**src/hw/rtl/dwmu_pkg.sv**
```systemverilog
// Package: types and constants shared by the dense weight momentum update core.
`default_nettype none
package dwmu_pkg;

    localparam int ACC_W   = 48;
    localparam int DIVS_W  = 16;
    localparam int WORD_W  = 32;
    localparam int SMPL_W  = 16;
    localparam int PROD_W  = 64;

    // 0.9 in Q0.30
    localparam logic [29:0] DECAY_Q30 = 30'd966367642;

    localparam logic [2:0] ADDR_RATE = 3'd0;

    typedef struct packed {
        logic signed [SMPL_W-1:0] activation;
        logic signed [SMPL_W-1:0] out_grad;
        logic signed [WORD_W-1:0] weight_in;
        logic signed [WORD_W-1:0] moment_in;
        logic                     last_sample;
    } in_t;

    typedef struct packed {
        logic signed [WORD_W-1:0] new_weight;
        logic signed [WORD_W-1:0] new_moment;
    } out_t;

    typedef struct packed {
        logic busy;
        logic done;
    } div_stat_t;

    typedef enum logic [2:0] {
        ST_IDLE,
        ST_MULT,
        ST_ACC,
        ST_SCALE,
        ST_DIV,
        ST_MOM,
        ST_OUT
    } state_t;

endpackage
`default_nettype wire

```
**src/hw/rtl/dense_weight_momentum_update_core.sv**
```systemverilog
// Top level: sequencer, accumulator and result stage of the momentum update core.
// Non-last sample: each beat is accepted, multiplied and accumulated; in_stall high meanwhile.
// Last sample: scale, the 48-step divider, momentum and output steps follow before the result beat.
// The shared multiplier serves both the sample product and the 0.9 momentum scale.
// Output register lets a finished result wait while the next beat is taken.
// rst_n async active low: accumulator 0, rate register 1, no result pending.
`default_nettype none
module dense_weight_momentum_update_core (
    input  wire logic                        clk,
    input  wire logic                        rst_n,
    input  wire logic                        in_valid,
    output logic                             in_stall,
    input  wire dwmu_pkg::in_t               in_data,
    output logic                             out_valid,
    input  wire logic                        out_stall,
    output dwmu_pkg::out_t                   out_data,
    input  wire logic                        psel,
    input  wire logic                        penable,
    input  wire logic                        pwrite,
    input  wire logic [2:0]                  paddr,
    input  wire logic [31:0]                 pwdata,
    output logic [31:0]                      prdata,
    output logic                             pready
);

    localparam int ACC_W  = dwmu_pkg::ACC_W;
    localparam int WORD_W = dwmu_pkg::WORD_W;
    localparam int SMPL_W = dwmu_pkg::SMPL_W;
    localparam int PROD_W = dwmu_pkg::PROD_W;
    localparam int DIVS_W = dwmu_pkg::DIVS_W;

    localparam logic signed [ACC_W-1:0] ACC_MAX = {1'b0, {(ACC_W-1){1'b1}}};
    localparam logic signed [ACC_W-1:0] ACC_MIN = {1'b1, {(ACC_W-1){1'b0}}};
    localparam logic signed [49:0] W_MAX50 = 50'sd2147483647;
    localparam logic signed [49:0] W_MIN50 = -50'sd2147483648;
    localparam logic signed [33:0] W_MAX34 = 34'sd2147483647;
    localparam logic signed [33:0] W_MIN34 = -34'sd2147483648;

    dwmu_pkg::state_t state_reg, state_next;
    dwmu_pkg::in_t    in_reg;
    dwmu_pkg::out_t   out_reg, out_next;
    dwmu_pkg::div_stat_t div_stat;

    logic signed [ACC_W-1:0]  acc_reg, acc_next;
    logic signed [ACC_W-1:0]  sum_reg, sum_next;
    logic                     neg_reg, neg_next;
    logic signed [32:0]       scaled_reg, scaled_next;
    logic signed [ACC_W:0]    quot_reg, quot_next;
    logic signed [WORD_W-1:0] mom_reg, mom_next;
    logic                     out_valid_reg, out_valid_next;
    logic [DIVS_W-1:0]        rate_reg;

    logic signed [WORD_W-1:0] mul_a, mul_b;
    logic signed [PROD_W-1:0] prod;
    logic signed [ACC_W:0]    acc_sum;
    logic signed [PROD_W-1:0] rounded;
    logic signed [49:0]       mom_sum;
    logic signed [33:0]       wt_diff;
    logic [ACC_W-1:0]         mag;
    logic [ACC_W-1:0]         quotient;
    logic [DIVS_W-1:0]        divisor;
    logic                     div_start;
    logic                     load;
    logic                     cfg_wr;

    dwmu_mul u_mul (
        .clk  (clk),
        .op_a (mul_a),
        .op_b (mul_b),
        .prod (prod)
    );

    dwmu_div u_div (
        .clk      (clk),
        .rst_n    (rst_n),
        .start    (div_start),
        .dividend (mag),
        .divisor  (divisor),
        .quotient (quotient),
        .stat     (div_stat)
    );

    assign pready = 1'b1;
    assign cfg_wr = psel && penable && pwrite && pready;
    assign prdata = (paddr[2] == dwmu_pkg::ADDR_RATE[2]) ? {16'd0, rate_reg} : 32'd0;
    assign divisor = (rate_reg == '0) ? DIVS_W'(1) : rate_reg;
    assign mag = sum_reg[ACC_W-1] ? ACC_W'(-sum_reg) : sum_reg;

    assign in_stall  = state_reg != dwmu_pkg::ST_IDLE;
    assign out_valid = out_valid_reg;
    assign out_data  = out_reg;

    always_comb
    begin
        state_next     = state_reg;
        acc_next       = acc_reg;
        sum_next       = sum_reg;
        neg_next       = neg_reg;
        scaled_next    = scaled_reg;
        quot_next      = quot_reg;
        mom_next       = mom_reg;
        out_next       = out_reg;
        div_start      = 1'b0;
        load           = 1'b0;
        mul_a          = in_reg.moment_in;
        mul_b          = {2'b00, dwmu_pkg::DECAY_Q30};
        acc_sum        = {acc_reg[ACC_W-1], acc_reg} + {prod[ACC_W-1], prod[ACC_W-1:0]};
        rounded        = prod + PROD_W'(64'sd536870912);
        mom_sum        = 50'(scaled_reg) + 50'(quot_reg);
        wt_diff        = 34'(in_reg.weight_in) - 34'(mom_reg);

        case (state_reg)
            dwmu_pkg::ST_IDLE:
            begin
                if (in_valid)
                begin
                    state_next = dwmu_pkg::ST_MULT;
                end
            end
            dwmu_pkg::ST_MULT:
            begin
                mul_a      = {{(WORD_W-SMPL_W){in_reg.activation[SMPL_W-1]}},
                              in_reg.activation};
                mul_b      = {{(WORD_W-SMPL_W){in_reg.out_grad[SMPL_W-1]}},
                              in_reg.out_grad};
                state_next = dwmu_pkg::ST_ACC;
            end
            dwmu_pkg::ST_ACC:
            begin
                if (acc_sum[ACC_W] != acc_sum[ACC_W-1])
                begin
                    sum_next = acc_sum[ACC_W] ? ACC_MIN : ACC_MAX;
                end
                else
                begin
                    sum_next = acc_sum[ACC_W-1:0];
                end
                if (in_reg.last_sample)
                begin
                    acc_next   = '0;
                    state_next = dwmu_pkg::ST_SCALE;
                end
                else
                begin
                    acc_next   = sum_next;
                    state_next = dwmu_pkg::ST_IDLE;
                end
            end
            dwmu_pkg::ST_SCALE:
            begin
                scaled_next = rounded[62:30];
                neg_next    = sum_reg[ACC_W-1];
                div_start   = 1'b1;
                state_next  = dwmu_pkg::ST_DIV;
            end
            dwmu_pkg::ST_DIV:
            begin
                if (div_stat.done)
                begin
                    quot_next  = neg_reg ? -$signed({1'b0, quotient})
                                         : $signed({1'b0, quotient});
                    state_next = dwmu_pkg::ST_MOM;
                end
            end
            dwmu_pkg::ST_MOM:
            begin
                if (mom_sum > W_MAX50)
                begin
                    mom_next = W_MAX50[WORD_W-1:0];
                end
                else if (mom_sum < W_MIN50)
                begin
                    mom_next = W_MIN50[WORD_W-1:0];
                end
                else
                begin
                    mom_next = mom_sum[WORD_W-1:0];
                end
                state_next = dwmu_pkg::ST_OUT;
            end
            dwmu_pkg::ST_OUT:
            begin
                if (!out_valid_reg || !out_stall)
                begin
                    load                = 1'b1;
                    out_next.new_moment = mom_reg;
                    if (wt_diff > W_MAX34)
                    begin
                        out_next.new_weight = W_MAX34[WORD_W-1:0];
                    end
                    else if (wt_diff < W_MIN34)
                    begin
                        out_next.new_weight = W_MIN34[WORD_W-1:0];
                    end
                    else
                    begin
                        out_next.new_weight = wt_diff[WORD_W-1:0];
                    end
                    state_next = dwmu_pkg::ST_IDLE;
                end
            end
            default:
            begin
                state_next = dwmu_pkg::ST_IDLE;
            end
        endcase

        out_valid_next = load ? 1'b1 : (out_valid_reg && out_stall);
    end

    always_ff @(posedge clk or negedge rst_n)
    begin
        if (!rst_n)
        begin
            state_reg     <= dwmu_pkg::ST_IDLE;
            acc_reg       <= '0;
            out_valid_reg <= 1'b0;
            rate_reg      <= DIVS_W'(1);
        end
        else
        begin
            state_reg     <= state_next;
            acc_reg       <= acc_next;
            out_valid_reg <= out_valid_next;
            if (cfg_wr && paddr[2] == dwmu_pkg::ADDR_RATE[2])
            begin
                rate_reg <= pwdata[DIVS_W-1:0];
            end
        end
    end

    always_ff @(posedge clk)
    begin
        if (state_reg == dwmu_pkg::ST_IDLE && in_valid)
        begin
            in_reg <= in_data;
        end
        sum_reg    <= sum_next;
        neg_reg    <= neg_next;
        scaled_reg <= scaled_next;
        quot_reg   <= quot_next;
        mom_reg    <= mom_next;
        out_reg    <= out_next;
    end

    a_result_from_seq: assert property (@(posedge clk) disable iff (!rst_n)
        $rose(out_valid_reg) |-> $past(state_reg == dwmu_pkg::ST_OUT))
        else $error("result appeared outside the output step");

    a_div_done_in_div: assert property (@(posedge clk) disable iff (!rst_n)
        div_stat.done |-> state_reg == dwmu_pkg::ST_DIV)
        else $error("divider finished while sequencer not waiting");

    a_acc_cleared: assert property (@(posedge clk) disable iff (!rst_n)
        state_reg == dwmu_pkg::ST_SCALE |-> acc_reg == '0)
        else $error("accumulator not cleared after last sample");

    a_no_div_overlap: assert property (@(posedge clk) disable iff (!rst_n)
        div_start |-> !div_stat.busy)
        else $error("divider restarted while busy");

endmodule
`default_nettype wire

```
**src/hw/rtl/dwmu_mul.sv**
```systemverilog
// Shared signed 32x32 multiplier with registered product.
`default_nettype none
module dwmu_mul (
    input  wire logic                                  clk,
    input  wire logic signed [dwmu_pkg::WORD_W-1:0]    op_a,
    input  wire logic signed [dwmu_pkg::WORD_W-1:0]    op_b,
    output logic signed      [dwmu_pkg::PROD_W-1:0]    prod
);

    logic signed [dwmu_pkg::PROD_W-1:0] prod_reg;
    logic signed [dwmu_pkg::PROD_W-1:0] prod_next;

    always_comb
    begin
        prod_next = dwmu_pkg::PROD_W'(op_a) * dwmu_pkg::PROD_W'(op_b);
    end

    always_ff @(posedge clk)
    begin
        prod_reg <= prod_next;
    end

    assign prod = prod_reg;

endmodule
`default_nettype wire

```
**src/hw/rtl/dwmu_div.sv**
```systemverilog
// Restoring unsigned divider, one quotient bit per cycle.
`default_nettype none
module dwmu_div (
    input  wire logic                             clk,
    input  wire logic                             rst_n,
    input  wire logic                             start,
    input  wire logic [dwmu_pkg::ACC_W-1:0]       dividend,
    input  wire logic [dwmu_pkg::DIVS_W-1:0]      divisor,
    output logic      [dwmu_pkg::ACC_W-1:0]       quotient,
    output dwmu_pkg::div_stat_t                   stat
);

    localparam int STEPS = dwmu_pkg::ACC_W;
    localparam int CNT_W = $clog2(STEPS);

    logic [dwmu_pkg::ACC_W-1:0]  dvd_reg, dvd_next;
    logic [dwmu_pkg::DIVS_W-1:0] rem_reg, rem_next;
    logic [dwmu_pkg::DIVS_W-1:0] dvs_reg, dvs_next;
    logic [CNT_W-1:0]            cnt_reg, cnt_next;
    logic                        busy_reg, busy_next;
    logic                        done_reg, done_next;
    logic [dwmu_pkg::DIVS_W:0]   shifted;
    logic                        ge;

    always_comb
    begin
        shifted   = {rem_reg, dvd_reg[dwmu_pkg::ACC_W-1]};
        ge        = shifted >= {1'b0, dvs_reg};
        dvd_next  = dvd_reg;
        rem_next  = rem_reg;
        dvs_next  = dvs_reg;
        cnt_next  = cnt_reg;
        busy_next = busy_reg;
        done_next = 1'b0;
        if (start)
        begin
            dvd_next  = dividend;
            rem_next  = '0;
            dvs_next  = divisor;
            cnt_next  = '0;
            busy_next = 1'b1;
        end
        else if (busy_reg)
        begin
            dvd_next = {dvd_reg[dwmu_pkg::ACC_W-2:0], ge};
            rem_next = ge ? dwmu_pkg::DIVS_W'(shifted - {1'b0, dvs_reg})
                          : shifted[dwmu_pkg::DIVS_W-1:0];
            cnt_next = cnt_reg + CNT_W'(1);
            if (cnt_reg == CNT_W'(STEPS - 1))
            begin
                busy_next = 1'b0;
                done_next = 1'b1;
            end
        end
    end

    always_ff @(posedge clk or negedge rst_n)
    begin
        if (!rst_n)
        begin
            busy_reg <= 1'b0;
            done_reg <= 1'b0;
            cnt_reg  <= '0;
        end
        else
        begin
            busy_reg <= busy_next;
            done_reg <= done_next;
            cnt_reg  <= cnt_next;
        end
    end

    always_ff @(posedge clk)
    begin
        dvd_reg <= dvd_next;
        rem_reg <= rem_next;
        dvs_reg <= dvs_next;
    end

    assign quotient  = dvd_reg;
    assign stat.busy = busy_reg;
    assign stat.done = done_reg;

endmodule
`default_nettype wire
```
**config.mk**
```make
export PLATFORM = sky130hd
export DESIGN_NAME = dense_weight_momentum_update_core
export DESIGN_NICKNAME = d
export VERILOG_FILES = /design/src/hw/rtl/dwmu_pkg.sv /design/src/hw/rtl/dense_weight_momentum_update_core.sv /design/src/hw/rtl/dwmu_mul.sv /design/src/hw/rtl/dwmu_div.sv
export SDC_FILE = /design/constraint.sdc
export NUM_CORES = 2
export LEC_CHECK = 0
export BUFFER_PORTS_ARGS = -buffer_cell sky130_fd_sc_hd__buf_2
export CAP_MARGIN = 20
export CORE_MARGIN = 5
export CORE_UTILIZATION = 59
export DETAILED_ROUTE_END_ITERATION = 12
export HOLD_SLACK_MARGIN = 0.02
export PLACE_DENSITY = 0.8
export SKIP_LAST_GASP = 1
export SLEW_MARGIN = 25
export SYNTH_ARGS = -nofsm -noshare
export SYNTH_HDL_FRONTEND = slang
export SYNTH_SLANG_ARGS = --single-unit
```
**constraint.sdc**
```tcl
create_clock -name clk -period 9.7 [get_ports clk]
set_input_delay 1.94 -clock clk [delete_from_list [all_inputs] [get_ports clk]]
set_output_delay 1.94 -clock clk [all_outputs]
set_load 0.01 [all_outputs]
```
==> Implementation_results.wiki <==
{| class="wikitable"
! Metric !! Value
|-
| Detailed router's first-iteration violation count || around 3800
|-
| #FFs+latches synth || 543
|-
| Worst Setup Start Kind || flip-flop
|-
| First-pass GRT wire length || 260000 um
|-
| Post-detailed-route wirelength per cell || 20.5 um
|-
| CP max-delay cell || fa_1
|-
| Final hold violation count || 0
|-
| I/O pin count || between 200 and 250
|-
| Fraction of synthesis flops using an asynchronous set or reset pin || 14.0%
|-
| Most used cell along the critical path || fa_1
|-
| Crit path arrival time || 9940 ps
|-
| Number of synthesized flops with an enable pin || approximately 390
|-
| Cell count after placement || 7824
|-
| Proportion of layout cells with a drive suffix above 1 || 9.49%
|-
| DIE AREA || 0.112 mm^2
|-
| Run status || finished, final reports clean
|-
| Most common cell after layout, fill and taps aside || inv_1
|-
| Via count || 45300
|-
| Number of placement rows || 119
|-
| Share of the clock period used by the worst path after layout || 96.6%
|-
| Starting utilization of the core area || 59.4%
|-
| Count of nets after finishing || 8027
|-
| Setup crit end kind || flip-flop
|-
| Core box area || roughly 0.11 mm^2
|-
| Highest attainable clock frequency || 0.107 GHz
|-
| DRC errors left || 0
|-
| Slew at the pin with the worst max-slew slack || 1000 ps
|-
| Number of cells on the worst hold path || 0
|-
| Max FO, Critical Path || 14
|-
| Share of synthesized area occupied by flip-flops and latches || ~24%
|-
| Clock latency on the worst-skew pair || ~670 ps
|-
| Unique masters post-synth || 94
|-
| Logic depth of the worst register-to-register path || 33
|-
| Largest clock skew in the final design || 33.0 ps
|-
| Chip width || 335 um
|-
| Pin count of the biggest net entering global routing || 112
|-
| Clock H-tree levels || 2
|-
| GR Util All Layers || 29.4%
|-
| Min Tclk post-route || 9370 ps
|-
| Clock-pin slew of the registers on the worst-case setup and hold paths || 70 ps
|-
| Syn. warnings || 0
|-
| Number of buffer cells added on primary ports || 202
|-
| Remaining global-route overflow || 0
|-
| Number of global-route vias before repair || 47500
|-
| Max-cap check violation count || 0
|-
| Post-Syn Instances || 6258
|-
| Largest buffer count on any clock path || 3
|-
| Number of slew-limit violations in the final report || 0
|-
| Leading cell types in the layout, fill and taps excluded || 1236 x inv_1, 1025 x fa_1, 577 x nand2_1
|-
| Crit path required time || 10280 ps
|-
| Number of flip-flops under the largest register name || 97
|-
| Non-filler instance count after layout || 7938
|-
| Initial antenna violation count || 4
|-
| Type of the tightest min-delay check || reg2reg
|-
| Number of iterations in the first detailed-routing pass || 6
|-
| Peak per-stage delay on the critical path || 610 ps
|-
| Primary FF master, synth || edfxtp_1
|-
| CTS root buffer || clkbuf_16
|-
| Post-DP HPWL || 136000 um
|-
| Count of final setup violators || 0
|-
| Final Wtd Congestion || between 0.9 and 1
|-
| Average footprint of a synthesized cell || between 9 and 10 um^2
|-
| Hold-fix buffers, CTS || 0
|-
| Post-synthesis instance area || 0.0624 mm^2
|-
| Via density per instance || 5.71
|-
| Inserted Clock Buffers || 56
|-
| Area added between synthesis and finish || 9.07%
|-
| Number of nets with antenna violations after detailed routing || 0
|-
| Die Span Y || about 340 um
|-
| R2R Setup Slk || 330 ps
|-
| TritonCTS sink count || 543
|-
| Clock tree from TritonCTS || done
|-
| Setup Crit Path Kind || reg2reg
|-
| Worst slew margin relative to its limit || 33.2%
|-
| Aggregate routed wire length || 163000 um
|}
layer usage:
layer	vias to the layer above	track usage [%]	share of wire, %
li1	20500	-	-
met1	22500	38.4	39
met2	1893	49.1	47
met3	408	6.96	9.6
met4	4	9.55	4.1
met5	-	0	0.013
metrics by stage:
stage	worst slack [ps]	TNS (ps)	utilization [%]	hold slack (ps)	instance area (um^2)
CTS	41.6	0	64.6	451	67900
global route	-51.9	-104	64.7	462	68100
floorplan	374	0	-	426	62500
global placement	118	0	62.8	431	66000
finish	333	0	64.7	454	68100
detailed placement	-9.46	-9.46	62.8	440	66000
critical path, delay by kind of cell (launching register included):
kind	cells	cell delay, ps
fa+ha+maj	9	4600
compound gates	8	1650
simple gates	6	1420
buf+inv	9	1060
flops	1	390
xor+xnor	1	150
layout make-up:
class / instances / area (um^2)
timing repair buffer: 424 / 2850
clock inverter: 36 / 412
inverter: 1242 / 4670
multi-input combinational: 4228 / 41700
clock buffer: 70 / 1510
antenna: 4 / 10.0
fill: 8251 / 37100
sequential: 543 / 15100
tap: 1391 / 1740
timing repair:
| item | 4_1_cts | 5_1_grt |
|---|---|---|
| cloned | 0 | 1 |
| buffers inserted | 0 | 1 |
| gates resized for setup | 1 | 20 |
| pin swaps | 0 | 4 |
| endpoints found under the setup margin | 1 | 10 |
kinds of logic after synthesis:
logic type      count (synthesis)  synth area share, %
mux                            47                0.796
simple gates                 1414                 10.5
flops                         543                 24.3
fa+ha+maj                    1416                 40.6
buf+inv                      1502                 9.16
xor+xnor                      327                 4.59
compound gates               1007                 10.0
other cells                     2               0.0120
worst paths after layout:
kind / endpoint / start
max: u_mul.prod[60]$_DFF_P_ / state_reg[1]$_DFFE_PN0P_
min: out_data[9]$_DFFE_PP_ / mom_reg[9]$_SDFFCE_PN1P_
max reg2reg: u_mul.prod[60]$_DFF_P_ / state_reg[1]$_DFFE_PN0P_
min reg2reg: out_data[9]$_DFFE_PP_ / mom_reg[9]$_SDFFCE_PN1P_
max in group asynchronous: state_reg[2]$_DFFE_PN0P_ / rst_n
min in group asynchronous: rate_reg[5]$_DFFE_PN0P_ / rst_n
synthesized netlist by cell type (7+ instances only):
cell | instances | area (um^2)
a21o_1 | 137 | 1030
o41ai_1 | 11 | 96.3
dfrtp_1 | 75 | 1880
ha_1 | 368 | 4600
buf_1 | 16 | 60.1
or4_4 | 8 | 90.1
nor3_1 | 38 | 190
o211ai_1 | 20 | 150
o21a_1 | 27 | 203
nand3_1 | 73 | 365
xor2_1 | 135 | 1180
a211oi_1 | 24 | 180
nand2b_1 | 25 | 156
mux2_2 | 20 | 225
fa_1 | 1025 | 20500
inv_1 | 1239 | 4650
or2_2 | 17 | 106
edfxtp_1 | 388 | 11700
and2_1 | 21 | 131
a21oi_1 | 285 | 1430
a31oi_1 | 24 | 150
xnor2_1 | 192 | 1680
nor4_1 | 12 | 75.1
clkbuf_1 | 220 | 826
or3_1 | 31 | 194
o31ai_1 | 33 | 248
o31a_1 | 7 | 61.3
nor2_1 | 336 | 1260
or4_1 | 19 | 143
nor2b_1 | 37 | 231
o21ai_1 | 73 | 365
dfxtp_1 | 79 | 1580
and4_1 | 9 | 78.8
a2111oi_0 | 8 | 70.1
o21bai_1 | 30 | 225
o21ai_0 | 229 | 1150
nand2_1 | 585 | 2200
maj3_1 | 23 | 230
mux2i_1 | 26 | 260
a21boi_0 | 13 | 97.6
buf_4 | 17 | 128
and3_1 | 144 | 901
nand4_1 | 32 | 200
Power is left out: the tool's default activity adds up to more than one toggle a clock period on the data nets, which glitch-free logic cannot reach.
